===== src/design/fdc_pkg.sv =====
// fdc_pkg: shared types, constants and size-code helpers for the FCM/DFCM
// double compressor. No dependencies; all design files but fdc_if use it.
`default_nettype none

package fdc_pkg;

  localparam int unsigned VALUE_BITS   = 64;
  localparam int unsigned EPOCH_BITS   = 8;
  localparam int unsigned CTX_SHIFT    = 6;
  localparam int unsigned STR_SHIFT    = 2;
  localparam int unsigned CTX_HASH_LSB = 48;
  localparam int unsigned STR_HASH_LSB = 40;
  localparam int unsigned QUEUE_DEPTH  = 2;

  typedef logic [VALUE_BITS-1:0] value_t;
  typedef logic [EPOCH_BITS-1:0] epoch_t;

  // Tag written by the clearing pass; live epochs never take this value
  localparam epoch_t EPOCH_CLEAR = '0;
  localparam epoch_t EPOCH_FIRST = epoch_t'(1);
  localparam epoch_t EPOCH_LAST  = '1;

  // Residual size codes
  localparam logic [2:0] SIZE_0B = 3'd0;
  localparam logic [2:0] SIZE_1B = 3'd1;
  localparam logic [2:0] SIZE_2B = 3'd2;
  localparam logic [2:0] SIZE_3B = 3'd3;
  localparam logic [2:0] SIZE_5B = 3'd4;
  localparam logic [2:0] SIZE_6B = 3'd5;
  localparam logic [2:0] SIZE_7B = 3'd6;
  localparam logic [2:0] SIZE_8B = 3'd7;

  // One table word: epoch tag plus stored value
  typedef struct packed {
    epoch_t tag;
    value_t data;
  } tbl_entry_t;

  // Both residuals of one item, handed from front to back
  typedef struct packed {
    value_t r_ctx;
    value_t r_str;
    logic   last;
  } resid_pair_t;

  // Leading-zero-byte size code; a four-byte residual is coded as five bytes
  function automatic logic [2:0] size_code_of(value_t r);
    logic [2:0] c;
    priority if (r == '0)               c = SIZE_0B;
    else if (r[VALUE_BITS-1:8] == '0)   c = SIZE_1B;
    else if (r[VALUE_BITS-1:16] == '0)  c = SIZE_2B;
    else if (r[VALUE_BITS-1:24] == '0)  c = SIZE_3B;
    else if (r[VALUE_BITS-1:40] == '0)  c = SIZE_5B;
    else if (r[VALUE_BITS-1:48] == '0)  c = SIZE_6B;
    else if (r[VALUE_BITS-1:56] == '0)  c = SIZE_7B;
    else                                c = SIZE_8B;
    return c;
  endfunction

  // Byte count for a size code: code + (code >> 2)
  function automatic logic [3:0] bytes_of(logic [2:0] code);
    return 4'(code) + 4'(code[2]);
  endfunction

endpackage

`default_nettype wire


===== src/design/fdc_if.sv =====
// fdc_if: valid/ready stream interfaces for the sample input and the code
// output of the compressor. No dependencies.
`default_nettype none


interface fdc_code_if;
  logic        valid;
  logic        ready;
  logic        use_stride;
  logic [2:0]  size_code;
  logic [63:0] residual;
  logic [3:0]  residual_bytes;
  logic        block_end;

  modport source(output valid, use_stride, size_code, residual, residual_bytes, block_end,
                 input ready);
  modport sink(input valid, use_stride, size_code, residual, residual_bytes, block_end,
               output ready);
endinterface

`default_nettype wire


===== src/design/fdc_back.sv =====
// fdc_back: picks the smaller residual, forms the size code and byte count,
// and holds the result in the output register. Depends on fdc_pkg, fdc_if.
`default_nettype none

module fdc_back (
  input  wire logic                 clk,
  input  wire logic                 rst,
  input  wire logic                 pop_valid,
  output logic                      pop_ready,
  input  wire fdc_pkg::resid_pair_t pop_data,
  fdc_code_if.source                codes
);

  logic             out_valid;
  logic             out_use_stride;
  logic [2:0]       out_size_code;
  fdc_pkg::value_t  out_residual;
  logic [3:0]       out_bytes;
  logic             out_block_end;

  logic             take;
  logic             sel;
  fdc_pkg::value_t  r;
  logic [2:0]       code;

  // Take the next pair when the output register is free or draining
  assign pop_ready = !out_valid || codes.ready;
  assign take      = pop_valid && pop_ready;

  // Select residual; ties go to the context side
  assign sel  = pop_data.r_ctx > pop_data.r_str;
  assign r    = sel ? pop_data.r_str : pop_data.r_ctx;
  assign code = fdc_pkg::size_code_of(r);

  always_ff @(posedge clk) begin
    if (rst) begin
      out_valid <= 1'b0;
    end else if (pop_ready) begin
      out_valid <= pop_valid;
    end
  end

  always_ff @(posedge clk) begin
    if (take) begin
      out_use_stride <= sel;
      out_size_code  <= code;
      out_residual   <= r;
      out_bytes      <= fdc_pkg::bytes_of(code);
      out_block_end  <= pop_data.last;
    end
  end

  assign codes.valid          = out_valid;
  assign codes.use_stride     = out_use_stride;
  assign codes.size_code      = out_size_code;
  assign codes.residual       = out_residual;
  assign codes.residual_bytes = out_bytes;
  assign codes.block_end      = out_block_end;

`ifndef SYNTHESIS
  a_bytes_cover_residual: assert property (@(posedge clk) disable iff (rst)
    out_valid |-> (out_residual >> {out_bytes, 3'b000}) == '0)
    else $error("residual has bytes beyond its byte count");
`endif

endmodule

`default_nettype wire


===== src/flat_wrapper.sv =====
// flat-port wrapper written by rule: the top's interface ports become plain ports
module fdc_back_flat 
  (clk, rst, pop_valid, pop_ready, pop_data, codes_valid, codes_use_stride, codes_size_code, codes_residual, codes_residual_bytes, codes_block_end, codes_ready);
  fdc_code_if codes_i ();
  input  wire logic clk;
  input  wire logic rst;
  input  wire logic pop_valid;
  output logic pop_ready;
  input  wire fdc_pkg::resid_pair_t pop_data;
  output wire logic [$bits(codes_i.valid)-1:0] codes_valid;
  output wire logic [$bits(codes_i.use_stride)-1:0] codes_use_stride;
  output wire logic [$bits(codes_i.size_code)-1:0] codes_size_code;
  output wire logic [$bits(codes_i.residual)-1:0] codes_residual;
  output wire logic [$bits(codes_i.residual_bytes)-1:0] codes_residual_bytes;
  output wire logic [$bits(codes_i.block_end)-1:0] codes_block_end;
  input wire logic [$bits(codes_i.ready)-1:0] codes_ready;
  assign codes_valid = codes_i.valid;
  assign codes_use_stride = codes_i.use_stride;
  assign codes_size_code = codes_i.size_code;
  assign codes_residual = codes_i.residual;
  assign codes_residual_bytes = codes_i.residual_bytes;
  assign codes_block_end = codes_i.block_end;
  assign codes_i.ready = codes_ready;
  fdc_back u_core (.clk(clk), .rst(rst), .pop_valid(pop_valid), .pop_ready(pop_ready), .pop_data(pop_data), .codes(codes_i));
endmodule

===== config.mk =====
export PLATFORM = sky130hd
export DESIGN_NAME = fdc_back_flat
export DESIGN_NICKNAME = d
export VERILOG_FILES = /design/src/design/fdc_pkg.sv /design/src/design/fdc_if.sv /design/src/design/fdc_back.sv /design/src/flat_wrapper.sv
export SDC_FILE = /design/constraint.sdc
export NUM_CORES = 1
export LEC_CHECK = 0
export ABC_AREA = 1
export BUFFER_PORTS_ARGS = -buffer_cell sky130_fd_sc_hd__buf_2
export CAP_MARGIN = 20
export CORE_UTILIZATION = 45
export CTS_CLUSTER_DIAMETER = 120
export CTS_CLUSTER_SIZE = 10
export DETAILED_ROUTE_END_ITERATION = 12
export GPL_ROUTABILITY_DRIVEN = 0
export GPL_TIMING_DRIVEN = 0
export HOLD_SLACK_MARGIN = 0.03
export PLACE_DENSITY = 0.8
export SLEW_MARGIN = 20
export SYNTH_ARGS = -nofsm -noshare
export SYNTH_HDL_FRONTEND = slang
export SYNTH_SLANG_ARGS = --single-unit

===== constraint.sdc =====
create_clock -name clk -period 8.35 [get_ports clk]
set_input_delay 0.835 -clock clk [delete_from_list [all_inputs] [get_ports clk]]
set_output_delay 0.835 -clock clk [all_outputs]
set_load 0.01 [all_outputs]

# == Word-level counts from Yosys, hierarchy flattened ==
# Index checks and enable logic that the tools add are counted.
# word_totals
regBits,74
in_bits,133
output_inout_bits,75
elab_cells,26
# op_classes
add_sub_neg,1
magnitude_cmp,1
muxes,8
reduce_logical,10
# ops
operator,n
greater-than comparator 64 bit,1
logical NOT 64 bit,1
two-way mux 64 bit,1
logical NOT 56 bit,1
logical NOT 48 bit,1
logical NOT 40 bit,1
logical NOT 24 bit,1
two-way mux 3 bit,6
logical NOT 16 bit,1
logical NOT 8 bit,1
adder 3 x 1 -> 4 bit,1
logical AND 1 bit,1
logical NOT 1 bit,1
logical OR 1 bit,1
two-way mux 1 bit,1

# == Depth between registers and ports, before layout ==
# logic_depth
ltp_word,11
depth_mapped,35

# == Worst setup path before layout ==
# No wires, ideal clock.
# synth_path
path_type,input port to flip-flop
startpoint,in pop_valid
endpoint,"reg u_core.out_block_end, in the netlist u_core.codes.block_end, enable pin"
t_arrival_ns,4.413
t_required_ns,7.822
path_slack_ns,3.409
stages,2
n_path_buf,0
cell_sequence,inv_1 a21oi_1
# synth_via
elab_chain_cells,1
# synth_rtl
element,line_no,rtl
from (decl),flat_wrapper.sv:7,input wire logic pop_valid;
logical AND 1 bit,fdc_back.sv:28,assign take = pop_valid && pop_ready;
via u_core.take,fdc_back.sv:21,logic take;
to (signal assigned),fdc_back.sv:49,out_block_end <= pop_data.last;
to (decl),fdc_back.sv:19,logic out_block_end;
# The timed path passes the listed nets, and every way through them passes these cells.
# A chain may end at the register's enable or synchronous reset.

# == Worst setup path in the final report ==
# layout_path
startpoint,in pop_data[48] in the netlist's numbering
endpoint,"reg u_core.out_bytes[2], in the netlist u_core.codes.residual_bytes[2] (data pin)"
# layout_via
elab_chain_cells,11
word_cells_on_any_way,17
# layout_rtl
element,line_no,rtl
from (decl),flat_wrapper.sv:9,input wire fdc_pkg::resid_pair_t pop_data;
greater-than comparator 64 bit,fdc_back.sv:31,assign sel = pop_data.r_ctx > pop_data.r_str;
two-way mux 64 bit *,fdc_back.sv:32,assign r = sel ? pop_data.r_str : pop_data.r_ctx;
logical NOT 8 bit,fdc_pkg.sv:55,else if (r[VALUE_BITS-1:56] == '0) c = SIZE_7B;
two-way mux 1 bit,fdc_pkg.sv:55,
two-way mux 3 bit,fdc_pkg.sv:54,else if (r[VALUE_BITS-1:48] == '0) c = SIZE_6B;
two-way mux 3 bit,fdc_pkg.sv:53,else if (r[VALUE_BITS-1:40] == '0) c = SIZE_5B;
two-way mux 3 bit,fdc_pkg.sv:52,else if (r[VALUE_BITS-1:24] == '0) c = SIZE_3B;
two-way mux 3 bit,fdc_pkg.sv:51,else if (r[VALUE_BITS-1:16] == '0) c = SIZE_2B;
two-way mux 3 bit,fdc_pkg.sv:50,else if (r[VALUE_BITS-1:8] == '0) c = SIZE_1B;
two-way mux 3 bit *,fdc_pkg.sv:49,priority if (r == '0) c = SIZE_0B;
via u_core.code[0],fdc_back.sv:24,logic [2:0] code;
adder 3 x 1 -> 4 bit *,fdc_pkg.sv:62,return 4'(code) + 4'(code[2]);
to (signal assigned),fdc_back.sv:48,out_bytes <= fdc_pkg::bytes_of(code);
to (decl),fdc_back.sv:18,logic [3:0] out_bytes;
# Mark *: on every way through the listed nets, which the timed path passes. The rest lies on a longest branch.

==> metrics.txt <==
maximum capacitance violations=0; clock sink count=74; Critical Path Sink Type=flop; fraction of final layout cells sized beyond drive strength 1=0.2423; slew at the pin closest to its max-slew limit=0.5624 ns; I/O Pins=208; share of async-settable or async-resettable flops after synthesis=0; WP data required=8.44 ns; y dimension of the die=114.6 µm; Syn-to-layout area delta=28.72%; Distinct cells, synth=24; Overall Power=1.161 mW; Post-Syn Area=5703 µm²; CTS buffer count=9; aggregate routed wire length=15,050 µm; area after detailed placement=7043 µm²; Final Hold Violating Endpoints=0; first-pass iteration count of the detailed router=5; Synth Area in XOR/XNOR=0; top-area cell type share of the netlist area=0.3844; number of flops mapped to enable cells by yosys=73; overall global routing resource usage=0.2340; post-synthesis compound-gate area fraction=0.06231; Critical Path Source Type=primary input; run status=completed; internal power=0.8129 mW; CTS clock-pin slew for the worst setup and hold paths=0.06 ns; PostCTS Resize Cnt=0; leftover overflow at the end of global routing=0; part of the cycle the worst path needs=0.5056; category of cells accounting for the largest share of critical-path delay=simple AND/OR/NAND/NOR gates; filler instances=1,094; number of remaining DRC errors=0; routed via count=5,501; area of all sequential standard cells=2212 µm²; count of final setup violators=0; initial cell density of the core=0.4689; port buffer count=207; area taken by multi-input logic gates=2699 µm²; Synth Flop Type=edfxtp_1; Core Area=12,160 µm²; Finished Cell Area=7341 µm²; number of pins exceeding their max-slew limit in the final report=0; post-synthesis sequential area ratio=0.3879; overall die area=13,130 µm²; global-route wire length before repair=23,770 µm; proportion of power drawn by the clock network=0.335; total met2 wirelength after detailed routing=7262 µm; uppermost routed layer=met4; CTS HTree Levels=3; max_slew headroom=0.6251; most common library cell in the layout ignoring fill and taps=nand2_1; number of global-route vias before repair=5,046; post-detailed-placement half-perimeter wirelength=12,330 µm; commonest non-fill, non-tap cells in the layout=246 x nand2_1, 216 x buf_2, 184 x inv_1; Area contributors post-synth=edfxtp_1 38%, nand2_1 16%, ha_1 14%; cell type with the highest occurrence count on the critical path=nand2_1; Met3 Wirelength=763 µm; worst path buffer plus inverter count=5; simple-gate area share of the yosys netlist=0.2642; vias per cell=4.682; classification of the worst-slack hold path=reg2reg; proportion of power drawn by combinational gates=0.268; clock tree skew after final layout=0.008678 ns; mean instance size in the synthesized netlist=7.302 µm²; Crit Path Max Fanout=10; multiplexer share of the synthesized area=0; drt initial violations=246; flip-flop and latch count after synthesis=74; antenna violations before repair=0; largest net degree at the start of global routing=24; sequential fraction of design power=0.397; clock insertion delay at the later pin of the skew report=0.33 ns; RSZ-0062 raised after global routing=no; Total Neg Setup Slack=0 ns; remaining antenna violation count after routing=0; Peak Freq=236.9 MHz; antenna cell count=0; number of cell rows=40; routed len/inst=12.81 µm; largest area contributor in the synthesized netlist=edfxtp_1; gate count of the mapped netlist=781; clock tree from TritonCTS=built; Total Nets Final=1,201; post-route minimum period=4.222 ns; series of cell instances along the critical path=buf_2 -> inv_1 -> ha_1 -> nand4_1 -> nor3_1 -> nor3b_2 -> nand3_2 -> nand2_2 -> buf_6 -> buf_2 -> nand2_1 -> o21ai_0 -> nand2_1 -> nor2_1 -> nand2_1 -> nor2_1 -> nand4_1 -> nand2_1 -> inv_1 -> ha_1 -> ha_1 -> nand4_1 -> nand2_1; Switching Fraction=0.2997; crit path DAT=4.31 ns; maximum root-to-sink buffer count=2; Yosys Warn Count=0; # hold bufs at CTS=0; die span in x=114.6 µm; CP peak stage delay=0.32 ns; smallest hold slack=0.5440 ns; Crit Path Category=in2reg; CTS root buffer=clkbuf_16; power density cells=158.1 nW/µm²; switching power summed over all nets=0.3479 mW; number of buffers added for setup after CTS=0; largest vdd supply drop=0.09487 mV; number of nets in the synthesized netlist=980; Adder-Cell Fraction of Synth Area=0.1448; combinational family with the most area after synthesis=simple AND/OR/NAND/NOR gates; met1 routed wirelength after detailed routing=6668 µm; worst-path cell with the longest stage delay=nor3b_2; leakage component of the power=4.200 nW
==> path summary, 6_finish.rpt <==
kind,startpoint,end,slack [ns],depth (start not counted)
worst max-delay path,pop_data[48],u_core.codes.residual_bytes[2],4.13,23
worst min-delay path,u_core.codes.valid,u_core.codes.valid,0.54,2
worst max register to register,u_core.codes.valid,u_core.codes.residual[30],6.91,3
worst min register to register,u_core.codes.valid,u_core.codes.valid,0.54,2
==> flip-flops by register name, summed over array words and instances, names as in the netlist <==
signal / count
u_core.codes.size_code: 3
u_core.codes.use_stride: 1
u_core.codes.residual_bytes: 4
u_core.codes.valid: 1
u_core.codes.block_end: 1
u_core.codes.residual: 64
==> worst register-to-register path: stages, from the launching register on <==
cell and delay [ns]:
dfxtp_1 0.34, a21oi_4 0.37, buf_16 0.22, buf_16 0.20
==> stage by stage <==
stage / util / instances / worst slack [ns]
after floorplan: - / 781 / 3.409
after global placement: 0.5714 / 1156 / 1.798
after detailed placement: 0.5791 / 1159 / 3.804
after CTS: 0.6036 / 1175 / 4.074
after global routing: 0.6036 / 1175 / 3.784
final: 0.6036 / 1175 / 4.128
==> cells in the mapped netlist, types with 2 or more instances <==
cell type	n
inv_1	184
nand4_1	8
nor3_1	2
buf_2	9
o21a_1	4
a21oi_1	31
clkbuf_1	8
o21ai_1	13
buf_6	2
edfxtp_1	73
nand2_2	2
ha_1	66
nand3_1	57
nand2_1	246
o21ai_0	18
buf_4	2
nor2_1	49
==> logic make-up after synthesis <==
kind of cell	count (synthesis)
buffers and inverters	205
AOI/OAI and AO/OA	68
and+or+nand+nor	368
adders and majority gates	66
DFF	74
==> power by group through the flow <==
stage	combinational [mW]	sequential, mW	clock [mW]
after floorplan	0.168	0.490	0
after global placement	0.297	0.472	0
after detailed placement	0.310	0.469	0
after CTS	0.312	0.461	0.391
after global routing	0.356	0.464	0.411
final	0.311	0.461	0.389
==> final cells by class <==
cell class,instances,area share
well taps,168,0.02863
repair buffers,210,0.1524
inverters,184,0.09409
multi-input cells,502,0.3676
plain buffers,21,0.01534
clock buffers,11,0.03307
flip-flops and latches,74,0.3013
clock inverters,5,0.007500
==> layer usage <==
metal / vias to the layer above / GRT usage
met5: - / 0
met4: 0 / 0.08485
met3: 30 / 0.03388
met2: 171 / 0.3996
met1: 2413 / 0.3009
li1: 2887 / -
Note: power is estimated with default switching activity, not from simulation.
