==> src/design/fdc_pkg.sv <==
// fdc_pkg: shared types, constants and size-code helpers for the FCM/DFCM
// double compressor. No dependencies; all design files but fdc_if use it.
`default_nettype none

package fdc_pkg;

  localparam int unsigned VALUE_BITS   = 64;
  localparam int unsigned EPOCH_BITS   = 8;
  localparam int unsigned CTX_SHIFT    = 6;
  localparam int unsigned STR_SHIFT    = 2;
  localparam int unsigned CTX_HASH_LSB = 48;
  localparam int unsigned STR_HASH_LSB = 40;
  localparam int unsigned QUEUE_DEPTH  = 2;

  typedef logic [VALUE_BITS-1:0] value_t;
  typedef logic [EPOCH_BITS-1:0] epoch_t;

  // Tag written by the clearing pass; live epochs never take this value
  localparam epoch_t EPOCH_CLEAR = '0;
  localparam epoch_t EPOCH_FIRST = epoch_t'(1);
  localparam epoch_t EPOCH_LAST  = '1;

  // Residual size codes
  localparam logic [2:0] SIZE_0B = 3'd0;
  localparam logic [2:0] SIZE_1B = 3'd1;
  localparam logic [2:0] SIZE_2B = 3'd2;
  localparam logic [2:0] SIZE_3B = 3'd3;
  localparam logic [2:0] SIZE_5B = 3'd4;
  localparam logic [2:0] SIZE_6B = 3'd5;
  localparam logic [2:0] SIZE_7B = 3'd6;
  localparam logic [2:0] SIZE_8B = 3'd7;

  // One table word: epoch tag plus stored value
  typedef struct packed {
    epoch_t tag;
    value_t data;
  } tbl_entry_t;

  // Both residuals of one item, handed from front to back
  typedef struct packed {
    value_t r_ctx;
    value_t r_str;
    logic   last;
  } resid_pair_t;

  // Leading-zero-byte size code; a four-byte residual is coded as five bytes
  function automatic logic [2:0] size_code_of(value_t r);
    logic [2:0] c;
    priority if (r == '0)               c = SIZE_0B;
    else if (r[VALUE_BITS-1:8] == '0)   c = SIZE_1B;
    else if (r[VALUE_BITS-1:16] == '0)  c = SIZE_2B;
    else if (r[VALUE_BITS-1:24] == '0)  c = SIZE_3B;
    else if (r[VALUE_BITS-1:40] == '0)  c = SIZE_5B;
    else if (r[VALUE_BITS-1:48] == '0)  c = SIZE_6B;
    else if (r[VALUE_BITS-1:56] == '0)  c = SIZE_7B;
    else                                c = SIZE_8B;
    return c;
  endfunction

  // Byte count for a size code: code + (code >> 2)
  function automatic logic [3:0] bytes_of(logic [2:0] code);
    return 4'(code) + 4'(code[2]);
  endfunction

endpackage

`default_nettype wire

==> src/design/fdc_queue.sv <==
// fdc_queue: short FIFO of residual pairs between front and back.
// Depends on fdc_pkg.
`default_nettype none

module fdc_queue (
  input  wire logic                 clk,
  input  wire logic                 rst,
  input  wire logic                 push_valid,
  output logic                      push_ready,
  input  wire fdc_pkg::resid_pair_t push_data,
  output logic                      pop_valid,
  input  wire logic                 pop_ready,
  output fdc_pkg::resid_pair_t      pop_data
);

  localparam int unsigned PTR_BITS = $clog2(fdc_pkg::QUEUE_DEPTH);
  localparam int unsigned CNT_BITS = $clog2(fdc_pkg::QUEUE_DEPTH + 1);
  localparam logic [CNT_BITS-1:0] FULL_COUNT = CNT_BITS'(fdc_pkg::QUEUE_DEPTH);

  fdc_pkg::resid_pair_t  slots [fdc_pkg::QUEUE_DEPTH];
  logic [PTR_BITS-1:0]   wr_ptr;
  logic [PTR_BITS-1:0]   rd_ptr;
  logic [CNT_BITS-1:0]   count;
  logic                  do_push;
  logic                  do_pop;

  assign push_ready = (count != FULL_COUNT);
  assign pop_valid  = (count != '0);
  assign pop_data   = slots[rd_ptr];
  assign do_push    = push_valid && push_ready;
  assign do_pop     = pop_valid && pop_ready;

  // Store pushed beats
  always_ff @(posedge clk) begin
    if (do_push) begin
      slots[wr_ptr] <= push_data;
    end
  end

  // Advance pointers and fill count
  always_ff @(posedge clk) begin
    if (rst) begin
      wr_ptr <= '0;
      rd_ptr <= '0;
      count  <= '0;
    end else begin
      if (do_push) begin
        wr_ptr <= wr_ptr + 1'b1;
      end
      if (do_pop) begin
        rd_ptr <= rd_ptr + 1'b1;
      end
      if (do_push && !do_pop) begin
        count <= count + 1'b1;
      end else if (do_pop && !do_push) begin
        count <= count - 1'b1;
      end
    end
  end

`ifndef SYNTHESIS
  a_count_bounded: assert property (@(posedge clk) disable iff (rst)
    count <= FULL_COUNT)
    else $error("queue count beyond depth");

  a_no_lost_push: assert property (@(posedge clk) disable iff (rst)
    push_valid |-> push_ready)
    else $error("front pushed into a full queue");
`endif

endmodule

`default_nettype wire

==> config.mk <==
export PLATFORM = sky130hd
export DESIGN_NAME = fdc_queue
export DESIGN_NICKNAME = d
export VERILOG_FILES = /design/src/design/fdc_pkg.sv /design/src/design/fdc_queue.sv
export SDC_FILE = /design/constraint.sdc
export NUM_CORES = 1
export LEC_CHECK = 0
export ABC_AREA = 1
export BUFFER_PORTS_ARGS = -buffer_cell sky130_fd_sc_hd__buf_2
export CORE_ASPECT_RATIO = 1.5
export CORE_MARGIN = 4
export CORE_UTILIZATION = 55
export CTS_CLUSTER_SIZE = 20
export DETAILED_ROUTE_END_ITERATION = 16
export PLACE_DENSITY_LB_ADDON = 0.08
export SYNTH_ARGS = -nofsm -noshare
export SYNTH_HDL_FRONTEND = slang
export SYNTH_SLANG_ARGS = --single-unit
export TNS_END_PERCENT = 100
==> constraint.sdc <==
create_clock -name clk -period 9.73 [get_ports clk]
set_input_delay 0 -clock clk [delete_from_list [all_inputs] [get_ports clk]]
set_output_delay 0 -clock clk [all_outputs]
set_load 0.1 [all_outputs]
# Yosys cells after proc, flatten, opt, wreduce, memory -nomap -nowiden
# Memories as Yosys holds them, arrays and structs flattened. A register that Yosys moved wholly into a read port is not among the register bits.
# Index checks and enable logic that the tools add are counted.
[classes] addsub=4 reduce_logical=8 n_eq_ne=1 muxes=6
[ops] operator="logical AND 1 bit" count=4
[ops] operator="2-to-1 mux 1 bit" count=4
[ops] operator="2-to-1 mux 2 bit" count=2
[ops] operator="nonzero test 2 bit" count=2
[ops] operator="adder 1 bit (second input constant)" count=2
[ops] operator="adder 2 x 1 -> 2 bit (second input constant)" count=1
[ops] operator="logical NOT 1 bit" count=2
[ops] operator="inequality test 2 bit (second input constant)" count=1
[ops] operator="subtractor 2 x 1 -> 2 bit (second input constant)" count=1
[totals] out_inout_bits=131 memories=1 ram_bits=258 input_bits=133 ff_bits=4 word_cells=23
[memory_table] memory="slots" words=2 width=129 read_ports=1 rd_ports_with_merged_regs=1 write_ports=1 line_no="fdc_queue.sv:20" text="fdc_pkg::resid_pair_t slots [fdc_pkg::QUEUE_DEPTH];"

# Longest topological paths before layout
# Gate-level depths: netlist of the first run.
[logic_depth] ltp_word=6 mapped_depth=11 ltp_nobuf=11

# Least setup slack after synthesis of the first run
# Ideal clock, no wire load.
[synth_path] path_type="flip-flop to flip-flop" startpoint="register count[0]" endpoint="memory slots[0][0] (netlist bit) (enable)" t_required_ns=9.111 arrival_ns=6.687 path_stages_with_launch=5 setup_ns=0.619 setup_slack_ns=2.424 period_less_slack_ns=7.306 n_path_buf=0 path_cell_list="dfxtp_1 -> inv_1 -> nand2_1 -> nand2_1 -> nor2_1"
[synth_via] elab_chain_len=4
[synth_lines] element="from (decl)" line_no="fdc_queue.sv:23" text="logic [CNT_BITS-1:0] count;"
[synth_lines] element="from (signal assigned)" line_no="fdc_queue.sv:54" text="count <= count + 1'b1;"
[synth_lines] element="from (signal assigned)" line_no="fdc_queue.sv:56" text="count <= count - 1'b1;"
[synth_lines] element="inequality test 2 bit" line_no="fdc_queue.sv:27" text="assign push_ready = (count != FULL_COUNT);"
[synth_lines] element="net push_ready" line_no="fdc_queue.sv:9" text="output logic push_ready,"
[synth_lines] element="logical AND 1 bit" line_no="fdc_queue.sv:30" text="assign do_push = push_valid && push_ready;"
[synth_lines] element="2-to-1 mux 1 bit" line_no="fdc_queue.sv:35" text="if (do_push) begin"
[synth_lines] element="2-to-1 mux 1 bit (implied by the code)" line_no="fdc_queue.sv:36" text="slots[wr_ptr] <= push_data;"
[synth_lines] element="to (decl)" line_no="fdc_queue.sv:20"
# The timed path passes the listed nets, and every way through them passes these cells.

==> results of run 1 <==
## final cells by class
type,instances,area [µm²]
flip-flops and latches,263,7850
fillers,1006,3860
repair buffers,399,2670
multi-input cells,153,1580
clock buffers,34,659
well taps,210,263
clock inverters,10,80.1
inverters,8,30.0
## Yosys cell counts
master / number
nand2_1: 9
o21ai_0: 2
dfxtp_1: 5
nand3_1: 2
a21oi_1: 2
buf_6: 13
nor2_1: 7
edfxtp_1: 258
ha_1: 1
mux2_2: 129
nand4_1: 1
inv_1: 8
buf_2: 1
## power breakdown
group	switching, mW	internal [mW]	leakage, nW
Clock	0.376	0.501	0.363
Sequential	0.0631	1.43	2.45
Combinational	1.44	0.324	2.17
## flip-flops by register name, summed over array words and instances (netlist names), named ones only
name    count
slots     258
rd_ptr      1
count       2
wr_ptr      1
## worst max-delay path, cell delays in order, from the launching register on
cell and delay (ps):
dfxtp_4 890, buf_4 780, mux2_2 330, buf_2 430
## cells by family (layout without fill, tap and decap cells)
group	count (synthesis)	count (layout)	share of synthesized area (%)
fa+ha+maj	1	1	0.130
simple gates	19	19	0.796
buf+inv	22	451	1.89
mux	129	129	15.1
compound gates	4	4	0.209
flops	263	263	81.8
## per-layer routing
layer	up-vias	GRT usage (%)	wire (µm)
li1	2547	-	-
met1	2693	22.6	7170
met2	210	36.8	11100
met3	42	4.71	1560
met4	0	6.92	610
met5	-	0	0
## metrics by stage
step                hold WS [ps]  cell area, µm²  total power [mW]
floorplan                   98.9            9590              3.03
global placement             189           11100              3.22
detailed placement           191           11100              3.25
CTS                         2.91           13100              4.17
global route                42.5           13100              4.27
finish                      29.1           13100              4.14
## how the worst max path moves through the flow
stage                         to  slack, ps  cells past startpoint
global route        pop_data[49]       6550                      3
CTS                 pop_data[49]       6650                      3
floorplan            slots[0][0]       2420                      4
detailed placement  pop_data[49]       7190                      3
global placement    pop_data[49]       7210                      3
finish              pop_data[49]       6680                      3
## cells in the final DEF, fill, tap and decap left out, types with 2 or more instances in the layout
cell / netlist / final
inv_1: 8 / 8
mux2_2: 129 / 129
nor2_4: 0 / 2
a21oi_1: 2 / 2
dfxtp_1: 5 / 4
nor2_1: 7 / 5
nand3_1: 2 / 2
nand2_1: 9 / 9
buf_4: 0 / 5
o21ai_0: 2 / 2
clkinv_2: 0 / 6
clkbuf_16: 0 / 25
edfxtp_1: 258 / 258
clkbuf_1: 0 / 9
dlygate4sd3_1: 0 / 131
buf_2: 1 / 263
## repair_timing
action	4_1_cts	5_1_grt
hold buffers	131	0
gates resized for setup	0	0
hold endpoints to repair	263	0
==> results.cfg, run 1 <==
[outcome]
outcome = finished clean

[detailed_routing]
vias = 5492
viasPerCell = 5.10
dr.pass1.iters = 4
routed_wl_um = 20400
drc = 0
wl_per_cell_um = 19.0
route.antenna.remaining_nets = 0
dr.first_iter.drc_count = 295

[logic_synthesis]
seq_area_frac_synth_pct = 81.8
syn_avg_cell_area_um2 = 21.9
synth_top_cell_area_share_pct = 80.8
synthCells = 438
synth_largest_area_cell = edfxtp_1
synth_area_leaders = edfxtp_1 (81%), mux2_2 (15%), buf_6 (1.5%)
ys_seq_elements = 263
yosys_warnings = 0
synth_area_um2 = 9590
synth_cell_types = 13
syn_nets = 572

[worst_hold_path]
whs_path_depth = 4
whs_endpoint = wr_ptr
min_path_type = in -> reg
hp-start = push_valid

[critical_path]
crit_path_end_kind = output pin
critPathKind = reg -> out
rr_startpoint = count[0]
worst_r2r_path_depth = 5
cp_data_required_time_ps = 9730
critPathMaxFanout = 67
reg2reg_slack_ps = 7730
r2r-end = slots[1][87]
startpoint_type = flop
arrival_ps = 3050

[cts]
clockBufferDepth = 3
cts_tree = yes
cts_setup_buffers = 0
cts.sinks = 263
numCtsBuffers = 24
cts-root-buf = clkbuf_16
h-tree-depth = 1
clkTransAtPathRegs_ps = 60
clk_latency_ps = 500

[sta]
fin_tns_setup_ps = 0
setup_viol = 0
finalWorstSetupSlack_ps = 6680
rsz0062_at_grt = false
tightest_slew_ps = 948
skew_ps = 5.61
finalHoldViolCount = 0
fmax_mhz = 328
relSlewSlack_pct = 36.8
layout_min_cycle_time_ps = 3050
fin_crit_sh_pct = 31.3
maxSlewViolCount = 0

[cells_and_area]
fin_cells = 1077
utilization_pct = 77.3
n_antenna_cell = 0
drive_gt1_share_pct = 50.1
area_delta_synth_final_pct = 36.9
finalNetCount = 983

[place]
dp_cells = 902
gp_congestion = 0.762
hpwl_um = 12700
port_buffers = 263
place_ws_ps = 7190

[grt]
grt.overflow.total = 0
grt_use_total_pct = 20.1
grt_max_degree = 70
grt_pass1_vias = 6018
antenna_found_initial = 0
grt_pass1_wl_um = 30500

[run]
max-cap-violations = 0

[floorplanning]
boundaryPins = 264
coreArea_um2 = 17000
initial_core_util_pct = 56.5
die_h_um = 170
die-area_um2 = 19700
rows = 58
die_w_um = 116

[pwr]
max-vdd-ir-drop_v = 0.000300
p_leak_nw = 4.98
power_per_cell_area_nw_per_um2 = 315
No activity file was read; power rests on OpenSTA's default activity.
==> run 2, diff against run 1 <==
CORE_UTILIZATION = 47   (was 55)
clock period = 2.6 ns   (was 9.73 ns; I/O delays follow)
==> results.cfg, run 2 (synthesized netlist as in run 1, its figures left out) <==
[pwr]
finalPower_mw = 15.7
max-vdd-ir-drop_v = 0.000789
p_leak_nw = 5.07
power_per_cell_area_nw_per_um2 = 1170

[cts]
cts_setup_buffers = 0
cts.sinks = 263
cts-root-buf = clkbuf_16
clk_latency_ps = 500
h-tree-depth = 1
clockBufferDepth = 3
clkTransAtPathRegs_ps = 60
numCtsBuffers = 24
cts_tree = yes

[sta]
fmax_mhz = 462
tightest_slew_ps = 681
skew_ps = 7.92
hold_ws_ps = 214
finalHoldViolCount = 0
maxSlewViolCount = 0
fin_crit_sh_pct = 83.2
rsz0062_at_grt = false
layout_min_cycle_time_ps = 2160
finalWorstSetupSlack_ps = 437
relSlewSlack_pct = 54.6
setup_viol = 0

[cells_and_area]
finalNetCount = 990
utilization_pct = 67.3
reg.largest.list = slots: 258 flops, count: 2 flops
largest-register = slots
drive_gt1_share_pct = 51.0
largest_reg_flops = 258
area_delta_synth_final_pct = 39.9
final_common_cell = buf_2
mostFrequentLayoutCells = buf_2 (263), edfxtp_1 (258), dlygate4sd3_1 (133), mux2_2 (129), clkbuf_16 (25)

[critical_path]
crit_path_end_kind = output pin
critPathKind = reg -> out
critPathMaxFanout = 59
arrival_ps = 2160
cp_data_required_time_ps = 2600
startpoint_type = flop

[detailed_routing]
dr.pass1.iters = 4
viasPerCell = 4.76
vias = 5406
dr.first_iter.drc_count = 292
routed_wl_um = 19700
drc = 0
route.antenna.remaining_nets = 0
wl_per_cell_um = 17.4

[floorplanning]
boundaryPins = 264
die-area_um2 = 22800
rows = 63
coreArea_um2 = 19900
initial_core_util_pct = 48.1
die_w_um = 125
die_h_um = 183

[grt]
grt.overflow.total = 0
antenna_found_initial = 1
grt_pass1_wl_um = 31500
grt_pass1_vias = 6032
grt_use_total_pct = 17.2
grt_max_degree = 79

[run]
max-cap-violations = 0

[place]
gp_congestion = 0.793
place_ws_ps = 877
port_buffers = 263
hpwl_um = 12900

[outcome]
outcome = finished clean

[worst_hold_path]
min_path_type = in -> reg
run 2: cell types whose count changed in the layout (fill, tap and decap cells not counted), sizes merged:
cell	change
buf	+5
clkbuf	+2
dlygate4sd3	+2
clkinvlp	-1
diode	+1
inv	-1
run 2: report_power, final:
| part | switching, mW | internal, mW | total [mW] | leakage (nW) |
|---|---|---|---|---|
| combinational | 5.45 | 1.31 | 6.76 | 2.24 |
| clock | 1.42 | 1.98 | 3.40 | 0.387 |
| sequential | 0.173 | 5.36 | 5.53 | 2.45 |
run 2: per-layer routing:
layer	up-vias	GRT usage [%]	part of all wire (%)
li1	2561	-	-
met1	2627	19.3	35
met2	182	31.5	55
met3	36	5.04	7.4
met4	0	5.35	2.7
met5	-	0	0
run 2: through the flow:
stage          instances  TNS (ps)  cell area [µm²]
3_5_place_dp         957         0            11300
2_1_floorplan        438    -97710             9640
4_1_cts             1134         0            13400
5_1_grt             1135         0            13400
6_report            1135         0            13400
3_3_place_gp         957         0            11300
run 2: area by class of cell:
cell class                      instances  area, µm²
Inverter                                8       32.5
Clock buffer                           36        707
Clock inverter                          8       68.8
Tap cell                              260        325
Sequential cell                       263       7850
Timing Repair Buffer                  406       2820
Fill cell                            1376       6520
Multi-Input combinational cell        153       1610
Antenna cell                            1       2.50
run 2: what timing repair did:
item,4_1_cts,5_1_grt
hold buffers,133,0
resized for setup,0,0
hold endpoints to repair,263,0
run 2: path summary, 6_finish.rpt:
kind	startpoint	end	slack (ps)	cells after the start
min reg2reg	rd_ptr	rd_ptr	520	2
min	push_data[115]	slots[0][115]	210	2
max	flop	pop_data[1]	440	3
max reg2reg	count[0]	slots[1][7]	940	5
run 2: critical path, cell delays in order (launching register included):
cell	delay, ps
dfxtp_4	560
buf_12	340
mux2_2	400
buf_2	290
